===== src/rtl/retro_pixel_upscale_filter_assert.svh =====
// assertion macros used by the upscale filter block expander
`ifndef RETRO_PIXEL_UPSCALE_FILTER_ASSERT_SVH
`define RETRO_PIXEL_UPSCALE_FILTER_ASSERT_SVH

// same-cycle implication, checked on every clock outside reset
`define RPUF_ASSERT_NOW(lbl, ante, cons, msg) \
  lbl: assert property (@(posedge clk) disable iff (!rst_n) (ante) |-> (cons)) \
    else $error(msg);

// next-cycle implication, checked on every clock outside reset
`define RPUF_ASSERT_NEXT(lbl, ante, cons, msg) \
  lbl: assert property (@(posedge clk) disable iff (!rst_n) (ante) |=> (cons)) \
    else $error(msg);

`endif


===== src/rtl/rpuf_pkg.sv =====
// types and constants of the retro pixel upscale filter
package rpuf_pkg;

  // filter selection
  typedef enum logic {
    MODE_SCANLINE = 1'b0,
    MODE_DOT      = 1'b1
  } mode_t;

  // configuration register indexes
  localparam logic [2:0] REG_FILTER_MODE   = 3'd0;
  localparam logic [2:0] REG_DIM_BORDER    = 3'd1;
  localparam logic [2:0] REG_START_X       = 3'd2;
  localparam logic [2:0] REG_START_Y       = 3'd3;
  localparam logic [2:0] REG_WIDTH         = 3'd4;
  localparam logic [2:0] REG_HEIGHT        = 3'd5;
  localparam logic [2:0] REG_LEFT_EXTEND   = 3'd6;

  // source frame height, last line blends with nothing
  localparam int SOURCE_LINES = 240;

  // 0.6 as 154/256
  localparam logic [7:0] DIM_NUM = 8'd154;

  // last result index within a block
  localparam logic [3:0] SCAN_LAST_K = 4'd5;
  localparam logic [3:0] DOT_LAST_K  = 4'd15;

  // one source pixel ready for block expansion
  typedef struct packed {
    mode_t             mode;
    logic              border;
    logic [9:0]        base_col;
    logic [9:0]        base_row;
    logic [2:0][7:0]   copy_px;
    logic [2:0][7:0]   dim_px;
  } item_t;

endpackage


===== src/rtl/rpuf_expand.sv =====
// block expander: turns one prepared pixel into its 6 or 16 output transactions
`include "retro_pixel_upscale_filter_assert.svh"

module rpuf_expand (
  input  logic           clk,
  input  logic           rst_n,
  input  logic           item_valid,
  output logic           item_ready,
  input  rpuf_pkg::item_t item,
  output logic           out_tvalid,
  input  logic           out_tready,
  output logic [47:0]    out_tdata,   // out_col[9:0], out_row[9:0], red, green, blue, 4'b0
  output logic           out_tlast    // block_last
);
  import rpuf_pkg::*;

  logic        exp_valid_r;
  item_t       exp_item_r;
  logic [3:0]  k_r;
  logic [3:0]  k_nxt;
  logic        out_valid_r;
  logic [47:0] out_data_r;
  logic        out_last_r;

  logic        out_load;
  logic        emit;
  logic        is_last;
  logic [3:0]  last_k;
  logic [1:0]  dx;
  logic [1:0]  dy;
  logic        black;
  logic [9:0]  px_col;
  logic [9:0]  px_row;
  logic [2:0][7:0] px_val;

  // handshake between block counter and output register
  assign out_load   = !out_valid_r || out_tready;
  assign emit       = exp_valid_r && out_load;
  assign last_k     = (exp_item_r.mode == MODE_DOT) ? DOT_LAST_K : SCAN_LAST_K;
  assign is_last    = (k_r == last_k);
  assign item_ready = !exp_valid_r || (emit && is_last);
  assign k_nxt      = is_last ? 4'd0 : k_r + 4'd1;

  // position and color of the current result
  always_comb begin
    if (exp_item_r.mode == MODE_DOT) begin
      dx = k_r[1:0];
      dy = k_r[3:2];
    end else begin
      dx = {1'b0, k_r[0]};
      dy = k_r[2:1];
    end
    black  = exp_item_r.border || (dx == 2'd3) || (dy == 2'd3);
    px_col = exp_item_r.base_col + {8'd0, dx};
    px_row = exp_item_r.base_row + {8'd0, dy};
    if (exp_item_r.mode == MODE_DOT) begin
      px_val = black ? '0 : exp_item_r.copy_px;
    end else begin
      px_val = (dy == 2'd2) ? exp_item_r.dim_px : exp_item_r.copy_px;
    end
  end

  // block counter
  always_ff @(posedge clk) begin
    if (!rst_n) begin
      exp_valid_r <= 1'b0;
      k_r         <= 4'd0;
    end else begin
      if (item_ready) begin
        exp_valid_r <= item_valid;
        k_r         <= 4'd0;
      end else if (emit) begin
        k_r <= k_nxt;
      end
    end
  end

  always_ff @(posedge clk) begin
    if (item_ready && item_valid) begin
      exp_item_r <= item;
    end
  end

  // output register
  always_ff @(posedge clk) begin
    if (!rst_n) begin
      out_valid_r <= 1'b0;
    end else if (out_load) begin
      out_valid_r <= exp_valid_r;
    end
  end

  always_ff @(posedge clk) begin
    if (emit) begin
      out_data_r <= {4'd0, px_val[2], px_val[1], px_val[0], px_row, px_col};
      out_last_r <= is_last;
    end
  end

  assign out_tvalid = out_valid_r;
  assign out_tdata  = out_data_r;
  assign out_tlast  = out_last_r;

  `RPUF_ASSERT_NOW(a_k_in_block, exp_valid_r, k_r <= last_k, "block counter past end")
  `RPUF_ASSERT_NOW(a_no_early_take, exp_valid_r && !(emit && is_last), !item_ready,
    "new pixel taken while block unfinished")
  `RPUF_ASSERT_NEXT(a_last_flag, emit && is_last, out_tvalid && out_tlast,
    "final block result not flagged")
  `RPUF_ASSERT_NEXT(a_mid_flag, emit && !is_last, out_tvalid && !out_tlast,
    "block flagged last too early")

endmodule


===== src/rtl/retro_pixel_upscale_filter.sv =====
// retro pixel upscale filter top level: config registers, prep pipeline, expander
//
// Each accepted source pixel yields one output block, one transaction per clock when the
// output side is ready: a 2x3 block in scanline mode and a 4x4 block in dot-matrix mode.
// The block expander, which issues one result per cycle when the output side is ready,
// sets that rate. From input acceptance to the first result, a pixel passes the
// registered stages border test and blend sum, dim multiply, block counter and output
// register. Input acceptance overlaps the expansion of earlier pixels, so two further
// pixels can sit in the prep stages while a block is being sent. Configuration should be
// written only while the block is idle; it takes effect from the next accepted pixel.

module retro_pixel_upscale_filter (
  input  logic        clk,
  input  logic        rst_n,
  // source pixel stream
  input  logic        in_tvalid,
  output logic        in_tready,
  input  logic [63:0] in_tdata,   // src_col, src_row, pix_red, pix_green, pix_blue,
                                  // below_red, below_green, below_blue
  // upscaled pixel stream
  output logic        out_tvalid,
  input  logic        out_tready,
  output logic [47:0] out_tdata,  // out_col[9:0], out_row[9:0], red, green, blue, 4'b0
  output logic        out_tlast,  // block_last
  // configuration writes
  input  logic        cfg_wr_en,
  input  logic [2:0]  cfg_addr,
  input  logic [8:0]  cfg_wdata
);
  import rpuf_pkg::*;

  // configuration registers
  mode_t      mode_r;
  logic       dim_en_r;
  logic [7:0] start_x_r;
  logic [7:0] start_y_r;
  logic [8:0] width_r;
  logic [7:0] height_r;
  logic [7:0] left_ext_r;

  // stage 1
  logic            s1_valid_r;
  logic [7:0]      s1_col_r;
  logic [7:0]      s1_row_r;
  logic [2:0][7:0] s1_pix_r;
  logic [2:0][8:0] s1_sum_r;
  logic            s1_border_r;
  logic            s1_last_r;
  mode_t           s1_mode_r;
  logic            s1_dim_en_r;
  logic            s1_load;

  logic [7:0]      in_col;
  logic [7:0]      in_row;
  logic [2:0][7:0] in_pix;
  logic [2:0][7:0] in_below;
  logic [8:0]      y_end;
  logic [8:0]      x_first;
  logic [9:0]      x_end;
  logic            border_nxt;
  logic            last_nxt;

  // stage 2
  logic  s2_valid_r;
  item_t s2_item_r;
  item_t s2_item_nxt;
  logic  s2_load;
  logic  exp_ready;

  // configuration decode
  always_ff @(posedge clk) begin
    if (!rst_n) begin
      mode_r     <= MODE_SCANLINE;
      dim_en_r   <= 1'b0;
      start_x_r  <= 8'd0;
      start_y_r  <= 8'd0;
      width_r    <= 9'd256;
      height_r   <= 8'd240;
      left_ext_r <= 8'd0;
    end else if (cfg_wr_en) begin
      unique case (cfg_addr)
        REG_FILTER_MODE: mode_r     <= mode_t'(cfg_wdata[0]);
        REG_DIM_BORDER:  dim_en_r   <= cfg_wdata[0];
        REG_START_X:     start_x_r  <= cfg_wdata[7:0];
        REG_START_Y:     start_y_r  <= cfg_wdata[7:0];
        REG_WIDTH:       width_r    <= cfg_wdata;
        REG_HEIGHT:      height_r   <= cfg_wdata[7:0];
        REG_LEFT_EXTEND: left_ext_r <= cfg_wdata[7:0];
        default: ;
      endcase
    end
  end

  // unpack the input transaction
  assign in_col      = in_tdata[7:0];
  assign in_row      = in_tdata[15:8];
  assign in_pix[0]   = in_tdata[23:16];
  assign in_pix[1]   = in_tdata[31:24];
  assign in_pix[2]   = in_tdata[39:32];
  assign in_below[0] = in_tdata[47:40];
  assign in_below[1] = in_tdata[55:48];
  assign in_below[2] = in_tdata[63:56];

  // border window, sums kept wide so nothing wraps
  assign y_end   = {1'b0, start_y_r} + {1'b0, height_r};
  assign x_first = {1'b0, start_x_r} + {1'b0, left_ext_r};
  assign x_end   = {2'b0, start_x_r} + {1'b0, width_r};

  assign border_nxt = (in_row < start_y_r) ||
                      ({1'b0, in_row} >= y_end) ||
                      ({1'b0, in_col} < x_first) ||
                      ({2'b0, in_col} >= x_end);
  assign last_nxt   = ({3'b0, in_row} == 11'(SOURCE_LINES - 1));

  // pipeline advance
  assign s2_load   = !s2_valid_r || exp_ready;
  assign s1_load   = !s1_valid_r || s2_load;
  assign in_tready = s1_load;

  // stage 1: border test and blend sum
  always_ff @(posedge clk) begin
    if (!rst_n) begin
      s1_valid_r <= 1'b0;
    end else if (s1_load) begin
      s1_valid_r <= in_tvalid;
    end
  end

  always_ff @(posedge clk) begin
    if (s1_load && in_tvalid) begin
      s1_col_r    <= in_col;
      s1_row_r    <= in_row;
      s1_pix_r    <= in_pix;
      for (int i = 0; i < 3; i++) begin
        s1_sum_r[i] <= {1'b0, in_pix[i]} + {1'b0, in_below[i]};
      end
      s1_border_r <= border_nxt;
      s1_last_r   <= last_nxt;
      s1_mode_r   <= mode_r;
      s1_dim_en_r <= dim_en_r;
    end
  end

  // stage 2: dim multiply, border halving, block origin
  always_comb begin
    logic            halve;
    logic [8:0]      op;
    logic [16:0]     prod;
    logic [7:0]      dim;
    halve = (s1_mode_r == MODE_SCANLINE) && s1_border_r && s1_dim_en_r;
    s2_item_nxt.mode   = s1_mode_r;
    s2_item_nxt.border = s1_border_r;
    if (s1_mode_r == MODE_DOT) begin
      s2_item_nxt.base_col = {s1_col_r, 2'b00};
      s2_item_nxt.base_row = {s1_row_r, 2'b00};
    end else begin
      s2_item_nxt.base_col = {1'b0, s1_col_r, 1'b0};
      s2_item_nxt.base_row = {2'b00, s1_row_r} + {1'b0, s1_row_r, 1'b0};
    end
    for (int i = 0; i < 3; i++) begin
      // last line: c*154>>8 equals (2c)*154>>9
      op   = s1_last_r ? {s1_pix_r[i], 1'b0} : s1_sum_r[i];
      prod = {8'd0, op} * {9'd0, DIM_NUM};
      dim  = prod[16:9];
      s2_item_nxt.dim_px[i]  = halve ? {1'b0, dim[7:1]} : dim;
      s2_item_nxt.copy_px[i] = halve ? {1'b0, s1_pix_r[i][7:1]} : s1_pix_r[i];
    end
  end

  always_ff @(posedge clk) begin
    if (!rst_n) begin
      s2_valid_r <= 1'b0;
    end else if (s2_load) begin
      s2_valid_r <= s1_valid_r;
    end
  end

  always_ff @(posedge clk) begin
    if (s2_load && s1_valid_r) begin
      s2_item_r <= s2_item_nxt;
    end
  end

  // stages 3 and 4: block expansion and output register
  rpuf_expand u_expand (
    .clk        (clk),
    .rst_n      (rst_n),
    .item_valid (s2_valid_r),
    .item_ready (exp_ready),
    .item       (s2_item_r),
    .out_tvalid (out_tvalid),
    .out_tready (out_tready),
    .out_tdata  (out_tdata),
    .out_tlast  (out_tlast)
  );

endmodule

===== config.mk =====
export PLATFORM = sky130hd
export DESIGN_NAME = retro_pixel_upscale_filter
export DESIGN_NICKNAME = d
export VERILOG_FILES = /design/src/rtl/rpuf_pkg.sv /design/src/rtl/rpuf_expand.sv /design/src/rtl/retro_pixel_upscale_filter.sv
export VERILOG_INCLUDE_DIRS = /design/src /design/src/rtl
export SDC_FILE = /design/constraint.sdc
export NUM_CORES = 1
export LEC_CHECK = 0
export BUFFER_PORTS_ARGS = -buffer_cell sky130_fd_sc_hd__buf_2
export CAP_MARGIN = 25
export CORE_ASPECT_RATIO = 0.5
export CORE_MARGIN = 5
export CORE_UTILIZATION = 60
export DETAILED_ROUTE_END_ITERATION = 10
export PLACE_DENSITY = 0.8
export SLEW_MARGIN = 20
export SYNTH_ARGS = -nofsm -noshare
export SYNTH_HDL_FRONTEND = slang
export SYNTH_SLANG_ARGS = --single-unit

===== constraint.sdc =====
create_clock -name clk -period 16.8 [get_ports clk]
set_input_delay 1.68 -clock clk [delete_from_list [all_inputs] [get_ports clk]]
set_output_delay 1.68 -clock clk [all_outputs]
set_load 0.01 [all_outputs]

==> impl_metrics.ini <==
[routing]
drt-met1-wl_microns = 14700
viasPerCell = 5.56
wl_met2_microns = 16600
drt_iter0_markers = 545
drt_pass1_iterations = 5
ant_nets = 0
wl_per_cell_microns = 16.7
vias = 11200
route.met3.wl_microns = 1410
drc = 0
dr.max_layer_used = met4
wl_microns = 33600

[timing]
worst_pin_slew_ns = 1.03
clock.fmax_mhz = 199
hold_violations = 0
setup_tns_ns = 0
finalSetupViolCount = 0
fin_worst_skew_ns = 0.00966
fin_crit_sh_pct = 29.9
slew-limit-headroom_pct = 31.1
drv_slew = 0
grt_setup_unrepaired = false
fin_crit_ns = 5.03

[logic_synthesis]
synth_top_cell_by_area = edfxtp_1
synth_async_sr_flop_share_pct = 0
ys_types = 63
yosysMostFrequentCell = edfxtp_1
synth-seq-cells = 305
syn-cell-area_sq_mm = 0.0172
synthTopCellsByCount = 254 x edfxtp_1, 225 x nand2_1, 201 x ha_1
syn_area_per_cell_sq_um = 11.6
yosys_warnings = 0
synth.area.top_cells = edfxtp_1 44%, ha_1 15%, dfxtp_1 5.9%
synth_ff_type = edfxtp_1
synth_seq_area_share_pct = 50.2
yosysTopAreaCellShare_pct = 44.3
syn_inst = 1478
synth_edf_count = 254

[floorplanning]
die_y_microns = 130
die_area_sq_mm = 0.0324
io_pins = 132
rows = 43
die_x_microns = 250
coreArea_sq_mm = 0.0280
start_util_pct = 61.5

[power_and_ir_drop]
combPwrFrac_pct = 31.7
finalPower_mw = 2.32
pwr-share-seq_pct = 40.5
sw_frac_of_total_pct = 30.7
p_sw_mw = 0.711
clockPowerShare_pct = 27.8
leakagePower_nw = 8.11
cell_internal_pwr_mw = 1.60
ir_drop_mv = 0.0714
power_density_mw_per_mm2 = 121

[cts]
clockBufferDepth = 3
cts_tree = done
cts_buffers = 27
cts_sinks = 305
htreeDepth = 1
hold_buffers = 0
cts-resized-gates = 0
cts-root-buf = clkbuf_16
clkTransAtPathRegs_ns = 0.07
clk_latency_ns = 0.55
post_cts_buffers = 0

[worst_setup_path]
path_max_fanout = 33
cp-end-kind = flip-flop
critical_path_class = flip-flop to flip-flop
arrival_ns = 5.32
cp-start-kind = flip-flop
required_ns = 17.09

[global_route]
gr-total-overflow = 0
grt_max_degree = 72
antenna_found_initial = 0
grt_pass1_wl_microns = 55800
grtUsageTotal_pct = 20.9
first_global_vias = 11400

[final_layout]
final_cell_count_no_fill = 2008
multiInputGateArea_sq_mm = 0.00807
fin_nets = 1923
seqCellArea_sq_mm = 0.00865
area_growth_pct = 11.6
antenna_cells = 0
stdcell_area_sq_mm = 0.0192
nFillCells = 2047
layout-drive-gt1-share_pct = 13.5

[place]
globalplace.congestion = 0.923
dp_cells = 1958
hpwl_microns = 25100
dpl_cell_area_sq_mm = 0.0183
place.port_buffers = 127

[worst_hold_path]
hold_class = flip-flop to flip-flop

[job]
maxCapViolations = 0

[outcome]
status = finished clean
-- placed cells by master, fill, tap and decap left out, types with 25 or more instances in the layout --
cell type / Yosys / routed
a21boi_0: 42 / 41
a21oi_1: 56 / 56
buf_2: 5 / 127
clkbuf_16: 0 / 27
dfxtp_1: 51 / 51
edfxtp_1: 254 / 254
fa_1: 35 / 35
ha_1: 201 / 201
inv_1: 99 / 99
mux2_2: 25 / 25
mux2i_1: 38 / 38
nand2_1: 225 / 225
nand2b_1: 25 / 25
nor2_1: 33 / 32
nor2b_1: 28 / 27
o21ai_0: 69 / 69
xnor2_1: 38 / 38
xor2_1: 32 / 32
-- cell type report --
| cell class | instances | area share (%) |
|---|---|---|
| Clock inverter | 19 | 1.19 |
| Tap cell | 382 | 2.49 |
| Timing Repair Buffer | 137 | 3.74 |
| Inverter | 99 | 1.94 |
| Clock buffer | 30 | 3.58 |
| Multi-Input combinational cell | 1036 | 42.0 |
| Sequential cell | 305 | 45.0 |
-- final timing paths --
path         slack, ns  cells past startpoint                      end          start
min reg2reg       0.41                      0  u_expand.exp_item_r[64]  s2_item_r[64]
max reg2reg      11.77                     17             s2_item_r[6]      s1_last_r
min               0.41                      0  u_expand.exp_item_r[64]  s2_item_r[64]
max              11.77                     17             s2_item_r[6]      s1_last_r
-- per-layer routing --
metal	up-vias	GRT usage, %
li1	5527	-
met1	5347	26.9
met2	242	37.9
met3	56	3.11
met4	0	5.80
met5	-	0
-- critical path, stage by stage (launching register included) --
cell,delay (ns)
edfxtp_1,0.33
buf_4,0.40
mux2i_1,0.35
inv_1,0.13
ha_1,0.32
ha_1,0.32
fa_1,0.53
inv_1,0.05
fa_1,0.49
inv_1,0.04
ha_1,0.34
a21oi_1,0.19
a21boi_0,0.13
a311oi_2,0.30
o21ai_1,0.18
a21oi_2,0.23
xnor2_1,0.10
a221o_1,0.31
-- stage by stage --
step / hold WS, ns / util [%] / worst slack [ns]
finish: 0.412 / 68.6 / 11.77
global route: 0.423 / 68.6 / 11.48
CTS: 0.413 / 68.6 / 11.75
detailed placement: 0.405 / 65.3 / 11.76
global placement: 0.401 / 65.3 / 11.91
floorplan: 0.400 / - / 9.21
-- power by group through the flow --
stage | clock [mW] | sequential [mW] | combinational, mW
2_1_floorplan | 0 | 0.948 | 0.570
3_3_place_gp | 0 | 0.952 | 0.695
3_5_place_dp | 0 | 0.955 | 0.727
4_1_cts | 0.657 | 0.939 | 0.732
5_1_grt | 0.691 | 0.943 | 0.846
6_report | 0.643 | 0.938 | 0.734
-- registers in the layout (all words and copies together) (netlist names), 4 cells and up --
| signal | count |
|---|---|
| u_expand.k_r | 4 |
| width_r | 9 |
| s2_item_r | 69 |
| s1_row_r | 8 |
| u_expand.out_tdata | 44 |
| s1_sum_r | 27 |
| s1_col_r | 8 |
| start_y_r | 8 |
| height_r | 8 |
| left_ext_r | 8 |
| start_x_r | 8 |
| s1_pix_r | 24 |
| u_expand.exp_item_r | 69 |
-- cells by family after synthesis --
| family | share of synthesized area (%) |
|---|---|
| AOI/OAI and AO/OA | 10.0 |
| xor gates and xnor gates | 3.56 |
| adders and majority gates | 18.7 |
| buffers and inverters | 3.18 |
| DFF | 50.2 |
| muxes | 3.85 |
| other | 0.0218 |
| and+or+nand+nor | 10.4 |
Power figures use the tool's default switching activity.
